===== config.mk =====
export PLATFORM = sky130hd
export DESIGN_NAME = multichannel_audio_peak_meter_top
export DESIGN_NICKNAME = d
export VERILOG_FILES = /design/src/hw/rtl/mapm_pkg.sv /design/src/hw/rtl/mapm_norm.sv /design/src/hw/rtl/multichannel_audio_peak_meter_top.sv
export SDC_FILE = /design/constraint.sdc
export NUM_CORES = 2
export LEC_CHECK = 0
export ABC_CLOCK_PERIOD_IN_PS = 20400
export BUFFER_PORTS_ARGS = -buffer_cell sky130_fd_sc_hd__buf_4
export CORE_UTILIZATION = 30
export DETAILED_ROUTE_END_ITERATION = 8
export PLACE_DENSITY = 0.41
export SLEW_MARGIN = 25
export SYNTH_ARGS = -nofsm -noshare
export SYNTH_HDL_FRONTEND = slang
export SYNTH_SLANG_ARGS = --single-unit

===== constraint.sdc =====
create_clock -name clk -period 20.4 [get_ports clk]
set_clock_uncertainty 0.05 [all_clocks]
set_input_delay 4.08 -clock clk [delete_from_list [all_inputs] [get_ports clk]]
set_output_delay 4.08 -clock clk [all_outputs]
set_load 0.1 [all_outputs]

===== src/hw/rtl/mapm_pkg.sv =====
// Package for the multichannel audio peak meter: word types, format codes,
// register indexes and normalization constants. No dependencies.
`default_nettype none

package mapm_pkg;

	localparam int MAX_CHANNELS = 16;
	localparam int CHAN_W = 4;
	localparam int CNT_W = 5;

	typedef enum logic [2:0] {
		FMT_U8  = 3'd0,
		FMT_S8  = 3'd1,
		FMT_U16 = 3'd2,
		FMT_S16 = 3'd3,
		FMT_S32 = 3'd4
	} fmt_t;

	typedef enum logic [0:0] {
		REG_FORMAT = 1'b0,
		REG_COUNT  = 1'b1
	} reg_idx_t;

	localparam logic [2:0] FMT_RESET = FMT_S16;
	localparam logic [CNT_W-1:0] COUNT_RESET = 5'd2;

	// Full-scale divisors 2^(b-1)-1 and the split of 2^31 into quotient
	// and remainder by each of them.
	localparam longint unsigned FULL = 64'd2147483648;
	localparam longint unsigned DEN8_L = 64'd127;
	localparam longint unsigned DEN16_L = 64'd32767;
	localparam longint unsigned DEN32_L = 64'd2147483647;
	localparam logic [30:0] DEN8 = 31'(DEN8_L);
	localparam logic [30:0] DEN16 = 31'(DEN16_L);
	localparam logic [30:0] DEN32 = 31'(DEN32_L);
	localparam logic [24:0] QUO8 = 25'(FULL / DEN8_L);
	localparam logic [24:0] QUO16 = 25'(FULL / DEN16_L);
	localparam logic [24:0] QUO32 = 25'(FULL / DEN32_L);
	localparam int REM8 = int'(FULL % DEN8_L);
	localparam int REM16 = int'(FULL % DEN16_L);
	localparam int REM32 = int'(FULL % DEN32_L);

	typedef struct packed {
		logic              req_type;
		logic [CHAN_W-1:0] channel;
		logic [31:0]       sample;
	} req_word_t;

	typedef struct packed {
		logic [CHAN_W-1:0]  chan_index;
		logic signed [31:0] chan_min;
		logic [31:0]        chan_max;
		logic [31:0]        chan_abs;
		logic signed [31:0] all_min;
		logic [31:0]        all_max;
		logic [31:0]        all_abs;
		logic               bad_channel;
	} rsp_word_t;

	typedef struct packed {
		logic signed [31:0] cand_min;
		logic [31:0]        cand_max;
	} norm_t;

endpackage

`default_nettype wire


===== src/hw/rtl/mapm_norm.sv =====
// Sample decoder and Q1.31 normalizer for one raw sample.
// Depends on mapm_pkg for the format codes, constants and norm_t.
`default_nettype none

module mapm_norm (
	input  wire logic [2:0]      fmt,
	input  wire logic [31:0]     sample,
	output mapm_pkg::norm_t      cand
);

	logic [7:0]  c8;
	logic [15:0] c16;
	logic [30:0] m;
	logic [24:0] q;
	logic [3:0]  frac;
	logic [55:0] prod;

	// Counts how many multiples of den up to r do not exceed the scaled value,
	// which is the floor of m*r/den for the small remainders used here.
	function automatic logic [3:0] frac_of(logic [34:0] scaled, logic [30:0] den, int r);
		logic [3:0] cnt;
		cnt = 4'd0;
		for (int j = 1; j <= 8; j++) begin
			if (j <= r && (35'(den) * 35'(j)) <= scaled) begin
				cnt = cnt + 4'd1;
			end
		end
		return cnt;
	endfunction

	assign c8 = sample[7:0] ^ {fmt == mapm_pkg::FMT_U8, 7'b0};
	assign c16 = sample[15:0] ^ {fmt == mapm_pkg::FMT_U16, 15'b0};

	always_comb begin
		cand.cand_min = '0;
		m = '0;
		q = mapm_pkg::QUO32;
		frac = '0;
		unique case (fmt)
			mapm_pkg::FMT_U8, mapm_pkg::FMT_S8: begin
				if (c8[7]) begin
					cand.cand_min = {c8, 24'b0};
				end else begin
					m = {24'b0, c8[6:0]};
				end
				q = mapm_pkg::QUO8;
				frac = frac_of(35'({m, 3'b0}), mapm_pkg::DEN8, mapm_pkg::REM8);
			end
			mapm_pkg::FMT_U16, mapm_pkg::FMT_S16: begin
				if (c16[15]) begin
					cand.cand_min = {c16, 16'b0};
				end else begin
					m = {16'b0, c16[14:0]};
				end
				q = mapm_pkg::QUO16;
				frac = frac_of(35'({m, 1'b0}), mapm_pkg::DEN16, mapm_pkg::REM16);
			end
			default: begin
				if (sample[31]) begin
					cand.cand_min = sample;
				end else begin
					m = sample[30:0];
				end
				q = mapm_pkg::QUO32;
				frac = frac_of(35'(m), mapm_pkg::DEN32, mapm_pkg::REM32);
			end
		endcase
		prod = {25'b0, m} * {31'b0, q};
		cand.cand_max = prod[31:0] + {28'b0, frac};
	end

endmodule

`default_nettype wire


===== src/hw/rtl/multichannel_audio_peak_meter_top.sv =====
// Top level of the multichannel audio peak meter: pipeline, config registers
// and peak stores. Depends on mapm_pkg and mapm_norm.
//
// Channel  Direction  Handshake              Word
// req      in         req_valid/req_ready    req_word (mapm_pkg::req_word_t)
// rsp      out        rsp_valid/rsp_ready    rsp_word (mapm_pkg::rsp_word_t)
// cfg      in         cfg_valid/cfg_ready    cfg_index, cfg_value
//
// One word is taken per cycle unless rsp stalls; it passes word_s1, s2 and rsp_word_q.
// The loop that sets this rate is the store compare and update in the second stage.
// Reset puts the format at s16, the channel count at two and clears every store.
// A stalled rsp word holds the pipeline; req_ready drops only when all stages are full.
// Any configuration write also clears the stores.
`default_nettype none

module multichannel_audio_peak_meter_top (
	input  wire logic                            clk,
	input  wire logic                            arst_n,
	input  wire logic                            req_valid,
	output logic                                 req_ready,
	input  wire mapm_pkg::req_word_t             req_word,
	output logic                                 rsp_valid,
	input  wire logic                            rsp_ready,
	output mapm_pkg::rsp_word_t                  rsp_word,
	input  wire logic                            cfg_valid,
	output logic                                 cfg_ready,
	input  wire logic [0:0]                      cfg_index,
	input  wire logic [mapm_pkg::CNT_W-1:0]      cfg_value
);

	logic [2:0]                      fmt_q;
	logic [mapm_pkg::CNT_W-1:0]      count_q;
	logic signed [31:0]              lo_q [mapm_pkg::MAX_CHANNELS];
	logic [31:0]                     hi_q [mapm_pkg::MAX_CHANNELS];
	logic signed [31:0]              glo_lo_q;
	logic [31:0]                     glo_hi_q;

	logic                            valid_s1;
	mapm_pkg::req_word_t             word_s1;
	logic                            valid_s2;
	logic                            req_type_s2;
	logic [mapm_pkg::CHAN_W-1:0]     channel_s2;
	logic                            bad_s2;
	mapm_pkg::norm_t                 norm_s2;
	logic                            rsp_valid_q;
	mapm_pkg::rsp_word_t             rsp_word_q;

	logic                            adv_out;
	logic                            adv2;
	logic                            adv1;
	logic                            move1;
	logic                            move2;
	logic                            accept;
	logic                            cfg_write;
	logic [mapm_pkg::CNT_W-1:0]      limit;
	logic                            bad_s1;
	mapm_pkg::norm_t                 norm_s1;

	logic signed [31:0]              new_lo;
	logic [31:0]                     new_hi;
	logic signed [31:0]              new_glo_lo;
	logic [31:0]                     new_glo_hi;
	mapm_pkg::rsp_word_t             rsp_next;

	function automatic logic [31:0] peak_of(logic signed [31:0] mn, logic [31:0] mx);
		logic [31:0] mag;
		mag = mn[31] ? (32'd0 - mn) : 32'd0;
		return (mx > mag) ? mx : mag;
	endfunction

	assign adv_out = !rsp_valid_q || rsp_ready;
	assign move2 = valid_s2 && adv_out;
	assign adv2 = !valid_s2 || adv_out;
	assign move1 = valid_s1 && adv2;
	assign adv1 = !valid_s1 || adv2;
	assign req_ready = adv1;
	assign accept = req_valid && adv1;
	assign cfg_ready = 1'b1;
	assign cfg_write = cfg_valid;
	assign rsp_valid = rsp_valid_q;
	assign rsp_word = rsp_word_q;

	assign limit = (count_q < mapm_pkg::CNT_W'(mapm_pkg::MAX_CHANNELS)) ?
		count_q : mapm_pkg::CNT_W'(mapm_pkg::MAX_CHANNELS);
	assign bad_s1 = {1'b0, word_s1.channel} >= limit;

	mapm_norm u_norm (
		.fmt    (fmt_q),
		.sample (word_s1.sample),
		.cand   (norm_s1)
	);

	always_comb begin
		new_lo = (norm_s2.cand_min < lo_q[channel_s2]) ? norm_s2.cand_min : lo_q[channel_s2];
		new_hi = (norm_s2.cand_max > hi_q[channel_s2]) ? norm_s2.cand_max : hi_q[channel_s2];
		new_glo_lo = (new_lo < glo_lo_q) ? new_lo : glo_lo_q;
		new_glo_hi = (new_hi > glo_hi_q) ? new_hi : glo_hi_q;
		rsp_next = '0;
		rsp_next.chan_index = channel_s2;
		if (req_type_s2) begin
			rsp_next.bad_channel = 1'b0;
		end else if (bad_s2) begin
			rsp_next.bad_channel = 1'b1;
			rsp_next.all_min = glo_lo_q;
			rsp_next.all_max = glo_hi_q;
			rsp_next.all_abs = peak_of(glo_lo_q, glo_hi_q);
		end else begin
			rsp_next.chan_min = new_lo;
			rsp_next.chan_max = new_hi;
			rsp_next.chan_abs = peak_of(new_lo, new_hi);
			rsp_next.all_min = new_glo_lo;
			rsp_next.all_max = new_glo_hi;
			rsp_next.all_abs = peak_of(new_glo_lo, new_glo_hi);
		end
	end

	always_ff @(posedge clk or negedge arst_n) begin
		if (!arst_n) begin
			fmt_q <= mapm_pkg::FMT_RESET;
			count_q <= mapm_pkg::COUNT_RESET;
		end else if (cfg_write) begin
			unique case (cfg_index)
				mapm_pkg::REG_FORMAT: fmt_q <= cfg_value[2:0];
				mapm_pkg::REG_COUNT: count_q <= cfg_value;
				default: ;
			endcase
		end
	end

	always_ff @(posedge clk or negedge arst_n) begin
		if (!arst_n) begin
			for (int i = 0; i < mapm_pkg::MAX_CHANNELS; i++) begin
				lo_q[i] <= '0;
				hi_q[i] <= '0;
			end
			glo_lo_q <= '0;
			glo_hi_q <= '0;
		end else if (cfg_write || (move2 && req_type_s2)) begin
			for (int i = 0; i < mapm_pkg::MAX_CHANNELS; i++) begin
				lo_q[i] <= '0;
				hi_q[i] <= '0;
			end
			glo_lo_q <= '0;
			glo_hi_q <= '0;
		end else if (move2 && !bad_s2) begin
			lo_q[channel_s2] <= new_lo;
			hi_q[channel_s2] <= new_hi;
			glo_lo_q <= new_glo_lo;
			glo_hi_q <= new_glo_hi;
		end
	end

	always_ff @(posedge clk or negedge arst_n) begin
		if (!arst_n) begin
			valid_s1 <= 1'b0;
			valid_s2 <= 1'b0;
			rsp_valid_q <= 1'b0;
		end else begin
			if (adv1) begin
				valid_s1 <= req_valid;
			end
			if (adv2) begin
				valid_s2 <= valid_s1;
			end
			if (adv_out) begin
				rsp_valid_q <= valid_s2;
			end
		end
	end

	always_ff @(posedge clk) begin
		if (accept) begin
			word_s1 <= req_word;
		end
		if (move1) begin
			req_type_s2 <= word_s1.req_type;
			channel_s2 <= word_s1.channel;
			bad_s2 <= bad_s1;
			norm_s2 <= norm_s1;
		end
		if (move2) begin
			rsp_word_q <= rsp_next;
		end
	end

endmodule

`default_nettype wire


; After elaboration in Yosys (flattened, before gate mapping)
; Index checks and enable logic that the tools add are counted.
[word_totals]
register_bits = 1403
inputBits = 48
out_inout_bits = 200
wordCells = 182
[classes]
n_addsub = 12
n_mul = 1
magnitude_cmp = 22
eq_ne = 3
n_mux = 63
bitwise_logic = 4
reduce_logical = 22
[ops]
columns = operator, count
row1 = $mux 512, 4
row2 = $bwmux 512, 2
row3 = $mux 32, 22
row4 = $bmux 32 s4, 2
row5 = $gt 32x32->1, 5
row6 = $le 10x34->1 const A, 4
row7 = $demux 32 s4, 1
row8 = $mux 31, 4
row9 = $mux 96, 1
row10 = $sub 1x32->32 const A, 3
row11 = $le 9x34->1 const A, 2
row12 = $lt 32x32->1, 2
row13 = $mux 4, 16
row14 = $pmux 32 s2, 1
row15 = $pmux 31 s2, 1
row16 = $pmux 25 s2, 1
row17 = $le 7x34->1 const A, 1
row18 = $le 8x34->1 const A, 1
row19 = $add 32x4->32, 1
row20 = $add 4x1->4 const B, 8
row21 = $le 15x32->1 const A, 1
row22 = $le 16x32->1 const A, 1
row23 = $mul 31x25->32, 1
row24 = $le 31x31->1 const A, 1
row25 = 23 further kinds, 41

; Depth between registers and ports, before layout
[depth]
depth_word = 29
mapped_depth = 57
mapped_depth_nobuf = 42

; Modules after synthesis
; A second synthesis with hierarchy kept.
[unflattened]
cells_unflattened = 6967
area_unflattened_um2 = 74928.1
[modules_own_cells]
columns = mod, instances, cells_per_inst, area_each_um2, seq_area_each_um2
row1 = multichannel_audio_peak_meter_top, 1, 6228, 68354.3, 36633.9
row2 = mapm_norm, 1, 739, 6573.8, 0.0

; Worst setup path after synthesis
; No wires, ideal clock.
[synth_path]
kind = register to register
startpoint = register channel_s2[0] in the netlist's numbering
endpoint = register rsp_word_q, in the netlist rsp_word[19], data pin
setup_ns = 0.273
arrival_ns = 12.571
required_ns = 20.077
setup_slack_ns = 7.506
path_stages_with_launch = 55
n_path_buf = 17
period_less_slack_ns = 12.894
cell_sequence = edfxtp_1 > buf_4 > buf_6 > buf_6 > buf_6 > buf_4 > buf_2 > buf_4 > buf_2 > mux4_2 > mux4_2 > inv_1 > ha_1 > a21oi_1 > o21ai_1 > a211o_1 > clkbuf_1 > a21oi_1 > [19 not listed] > and4b_1 > o221ai_2 > nor4_1 > xnor2_1 > nand2_1 > ha_1 > a21o_1 > a21o_1 > a21o_1 > a21o_1 > a21oi_1 > o21ai_0 > a2111oi_0 > a21oi_1 > nand2_1 > o2bb2ai_1 > a2111oi_0 > nand3_1
[synth_via]
elab_chain_cells = 13
elab_cells_between_ends = 20
cone_classes = 1 x add/sub / 5 x order compare / 13 x mux / 1 x bitwise
[synth_lines]
columns = element, line_no
row1 = start: declaration, multichannel_audio_peak_meter_top.sv:42  ; logic [mapm_pkg::CHAN_W-1:0] channel_s2;
row2 = start signal: assignment, multichannel_audio_peak_meter_top.sv:177  ; channel_s2 <= word_s1.channel;
row3 = $not 4->5 (implied by the code) *, multichannel_audio_peak_meter_top.sv:94  ; new_lo = (norm_s2.cand_min < lo_q[channel_s2]) ? norm_s2.cand_min : lo_q[channel_s2];
row4 = $bmux 32 s4 *, multichannel_audio_peak_meter_top.sv:94
row5 = $mux 32 (implied by the code) * (2 in series), multichannel_audio_peak_meter_top.sv:94
row6 = $lt 32x32->1, multichannel_audio_peak_meter_top.sv:94
row7 = $mux 32 *, multichannel_audio_peak_meter_top.sv:94
row8 = net new_lo[31], multichannel_audio_peak_meter_top.sv:59  ; logic signed [31:0] new_lo;
row9 = $lt 32x32->1, multichannel_audio_peak_meter_top.sv:96  ; new_glo_lo = (new_lo < glo_lo_q) ? new_lo : glo_lo_q;
row10 = $mux 32 *, multichannel_audio_peak_meter_top.sv:96
row11 = $sub 1x32->32, multichannel_audio_peak_meter_top.sv:67  ; mag = mn[31] ? (32'd0 - mn) : 32'd0;
row12 = $mux 32 *, multichannel_audio_peak_meter_top.sv:67
row13 = $gt 32x32->1, multichannel_audio_peak_meter_top.sv:68  ; return (mx > mag) ? mx : mag;
row14 = $mux 32 *, multichannel_audio_peak_meter_top.sv:68
row15 = $mux 96 *, multichannel_audio_peak_meter_top.sv:102  ; end else if (bad_s2) begin
row16 = end signal: assignment, multichannel_audio_peak_meter_top.sv:182  ; rsp_word_q <= rsp_next;
row17 = end: declaration, multichannel_audio_peak_meter_top.sv:46  ; mapm_pkg::rsp_word_t rsp_word_q;
; The timed path passes the listed nets; every way through them passes the cells marked *. The select of a mux whose other input is x is not followed.
; A chain may end at the register's enable or synchronous reset.

; Worst setup path in the final report
; Ends and elaborated chain as after synthesis.

==> results.yml <==
clock_tree:
  clkTransAtPathRegs_ps: 60
  hold_buffers: 0
  post_cts_buffers: 0
  cts-root-buf: "clkbuf_16"
  h-tree-depth: 4
  cts_tree: "done"
  cts_resized: 0
  clockBufferDepth: 3
  cts_buffers: 168
  clkLatencyLatePin_ps: 850
  cts.sinks: 1403
worst_setup_path:
  crit_path_frequent_cell: "a21oi_1"
  cp.required_ps: 20920
  critPathSlowestCell: "buf_4"
  crit_arrival_ps: 16080
  max_stage_delay_ps: 760
  cp-start-kind: "register"
  crit_path_max_fanout: 74
  worstSetupPathType: "reg2reg"
  cp-end-kind: "register"
timing:
  setup_viol_count_final: 0
  rsz0062_at_grt: "no"
  worst_pin_slew_ps: 1190
  setup_slack_ps: 4840
  min_period_ps: 15560
  maxClockFrequency_ghz: 0.0643
  slew-limit-headroom: 0.209
  hold_viol_final: 0
  tns_ps: 0
  timing.final.crit_share: 0.763
  drv_slew: 0
global_routing:
  antenna_found_initial: 22
  grt_max_degree: 150
  grt_usage: 0.245
  grt_pass1_wl_um: 440000
  grt_pass1_vias: 57100
  gr-total-overflow: 0
power_and_ir_drop:
  total_power_mw: 11.7
  peakVddDrop_v: 0.0000994
  clkPwrFrac: 0.260
  cellLeakagePower_nw: 37.2
  swShare: 0.449
  powerDensity_nw_per_um2: 135
  p_comb_frac: 0.455
  p_switching_mw: 5.24
  p_int_mw: 6.42
  pwr-share-seq: 0.285
logic_synthesis:
  netlist_instances: 6848
  synth_area_per_cell_um2: 10.8
  synth_cell_types: 88
  synth_xor_area_frac: 0.0133
  seq_area_frac_synth: 0.494
  ys_ff_latch: 1403
  synthAdderAreaFrac: 0.0932
  synth_simple_gate_area_frac: 0.108
  synth_compound_area_frac: 0.132
  ys_async_sr_fraction: 0.783
  synth_enable_flop_cells: 304
  yosys_warnings: 0
  synth_top_family_by_area: "compound AO/OA/AOI/OAI gates"
  netlist_area_um2: 74200
  yosys_most_used_dff: "dfrtp_1"
  synthMuxAreaShare: 0.113
route:
  drcViolationCount: 0
  vias: 56300
  wl_um: 308000
  firstDrtPassIters: 8
  drtAntennaViolNets: 0
  avgViaCountPerCell: 5.43
  wl_per_cell_um: 29.7
  drtIter0Drc: 5107
cells_and_area:
  area_growth_pct: 16.1
  multiInputGateArea_um2: 35100
  fillers: 24700
  nNetsFinal: 7542
  fin_area_um2: 86100
  regArea_um2: 36600
  instances_no_fill: 10400
  layout-drive-gt1-share: 0.168
placement:
  dp_hpwl_um: 203000
  gp_congestion: 0.938
  place_inst: 10000
  port_buffers: 246
  placed_area_um2: 80500
  dp_slack_ps: 4430
floorplanning:
  start_util: 0.302
  fp-row-count: 182
  die_area_um2: 249000
  pin_count: 248
  core_um2: 246000
  die_h_um: 499
  die_w_um: 499
min_path:
  worstHoldPathType: "reg2reg"
outcome:
  status: "complete, no violations"
flow_run:
  max_cap_violations: 0
==> area by class of cell <==
| class | instances | area share |
|---|---|---|
| Sequential cell | 1403 | 0.426 |
| Multi-Input combinational cell | 4606 | 0.408 |
| Clock buffer | 243 | 0.0556 |
| Tap cell | 3220 | 0.0468 |
| Timing Repair Buffer | 429 | 0.0394 |
| Inverter | 382 | 0.0167 |
| Clock inverter | 63 | 0.00801 |
| Antenna cell | 14 | 0.000407 |
==> per-stage QoR <==
| step | hold WS, ps | util |
|---|---|---|
| 2_1_floorplan | 350 | - |
| 3_3_place_gp | 406 | 0.327 |
| 3_5_place_dp | 414 | 0.327 |
| 4_1_cts | 427 | 0.349 |
| 5_1_grt | 440 | 0.350 |
| 6_report | 409 | 0.350 |
==> Yosys cell counts, types with 12 or more instances <==
cell type | instances | area, µm²
buf_4 | 12 | 90.1
mux2i_1 | 74 | 741
xnor2_1 | 96 | 841
or3_1 | 17 | 106
clkbuf_1 | 426 | 1600
a31oi_1 | 12 | 75.1
fa_1 | 81 | 1620
a21oi_1 | 114 | 571
nand4_1 | 69 | 432
a21o_1 | 65 | 488
nand3_1 | 70 | 350
a22o_1 | 117 | 1020
nor2_1 | 223 | 837
nand2b_1 | 40 | 250
dfrtp_1 | 1096 | 27400
nand2_1 | 1124 | 4220
inv_1 | 371 | 1390
a22oi_1 | 26 | 195
and2_1 | 78 | 488
o21ai_0 | 1021 | 5110
nor4_1 | 23 | 144
nor2b_1 | 31 | 194
buf_2 | 56 | 280
o221ai_1 | 13 | 114
ha_1 | 423 | 5290
a211oi_1 | 27 | 203
o22ai_1 | 101 | 632
and3_1 | 40 | 250
o31ai_1 | 15 | 113
mux4_2 | 304 | 6850
mux2_2 | 65 | 732
edfxtp_1 | 304 | 9130
o211ai_1 | 13 | 97.6
o21ai_1 | 22 | 110
nor3_1 | 60 | 300
o21a_1 | 25 | 188
xor2_1 | 17 | 149
buf_1 | 16 | 60.1
or2_2 | 16 | 100
==> power by group through the flow <==
stage	logic (mW)	clock network, mW	registers, mW
3_5_place_dp	5.26	0	3.37
2_1_floorplan	2.71	0	3.88
6_report	5.31	3.03	3.32
5_1_grt	5.67	3.20	3.33
3_3_place_gp	5.26	0	3.37
4_1_cts	5.27	3.10	3.32
==> state kept, by name, summed over array words and instances (netlist names) <==
register	cells
channel_s2	4
rsp_valid	1
valid_s2	1
count_q	5
word_s1	37
glo_lo_q	32
fmt_q	3
lo_q	512
valid_s1	1
req_type_s2	1
hi_q	512
glo_hi_q	32
rsp_word	197
norm_s2	64
bad_s2	1
==> critical path: cells and delay by family, from the launching register on <==
kind | cells | cell delay [ps]
AO/OA/AOI/OAI | 14 | 4510
AND/OR/NAND/NOR | 11 | 3720
buffers and inverters | 8 | 3050
multiplexers | 4 | 2070
adder cells (fa/ha/maj) | 4 | 1200
flip-flops | 1 | 370
==> placed cells by master, fill, tap and decap left out, drive strengths merged, types with 14 or more instances in the layout <==
cell type,netlist,final
a211oi,27,27
a21o,65,65
a21oi,114,114
a22o,117,117
a22oi,26,26
and2,78,78
and3,40,40
buf,87,429
clkbuf,426,243
clkinv,3,46
conb,2,58
dfrtp,1096,1096
diode,0,14
edfxtp,304,304
fa,81,81
ha,423,423
inv,379,385
mux2,65,65
mux2i,77,77
mux4,304,304
nand2,1124,1124
nand2b,40,40
nand3,71,71
nand4,69,69
nor2,224,224
nor2b,31,31
nor3,61,61
nor4,25,25
o21a,25,25
o21ai,1043,1043
o221ai,14,14
o22ai,101,101
o31ai,15,15
or2,23,23
or3,17,17
xnor2,96,96
xor2,17,17
==> cells by family after synthesis <==
family | count (synthesis)
AND/OR/NAND/NOR | 1828
AO/OA/AOI/OAI | 1657
flip-flops | 1403
buffers and inverters | 895
adder cells (fa/ha/maj) | 504
multiplexers | 446
XOR/XNOR | 113
other | 2
==> worst paths after layout <==
check	from	end	slack (ps)	depth (start not counted)
worst max-delay path	channel_s2[0]$_DFFE_PP_	rsp_word[19]$_SDFFCE_PP0P_	4840	41
worst min-delay path	word_s1[36]$_DFFE_PP_	req_type_s2$_DFFE_PP_	410	0
worst max register to register	channel_s2[0]$_DFFE_PP_	rsp_word[19]$_SDFFCE_PP0P_	4840	41
worst min register to register	word_s1[36]$_DFFE_PP_	req_type_s2$_DFFE_PP_	410	0
max in group asynchronous	arst_n	lo_q[131]$_DFFE_PN0P_	13480	5
min in group asynchronous	arst_n	hi_q[491]$_DFFE_PN0P_	3210	1
==> layer usage <==
layer | share of wire | vias to the layer above | GRT usage
met5 | 0.000042 | - | 0
met3 | 0.062 | 463 | 0.0409
li1 | - | 24600 | -
met2 | 0.46 | 1929 | 0.390
met1 | 0.45 | 29300 | 0.340
met4 | 0.034 | 2 | 0.0771
Note: power is estimated with default switching activity, not from simulation.
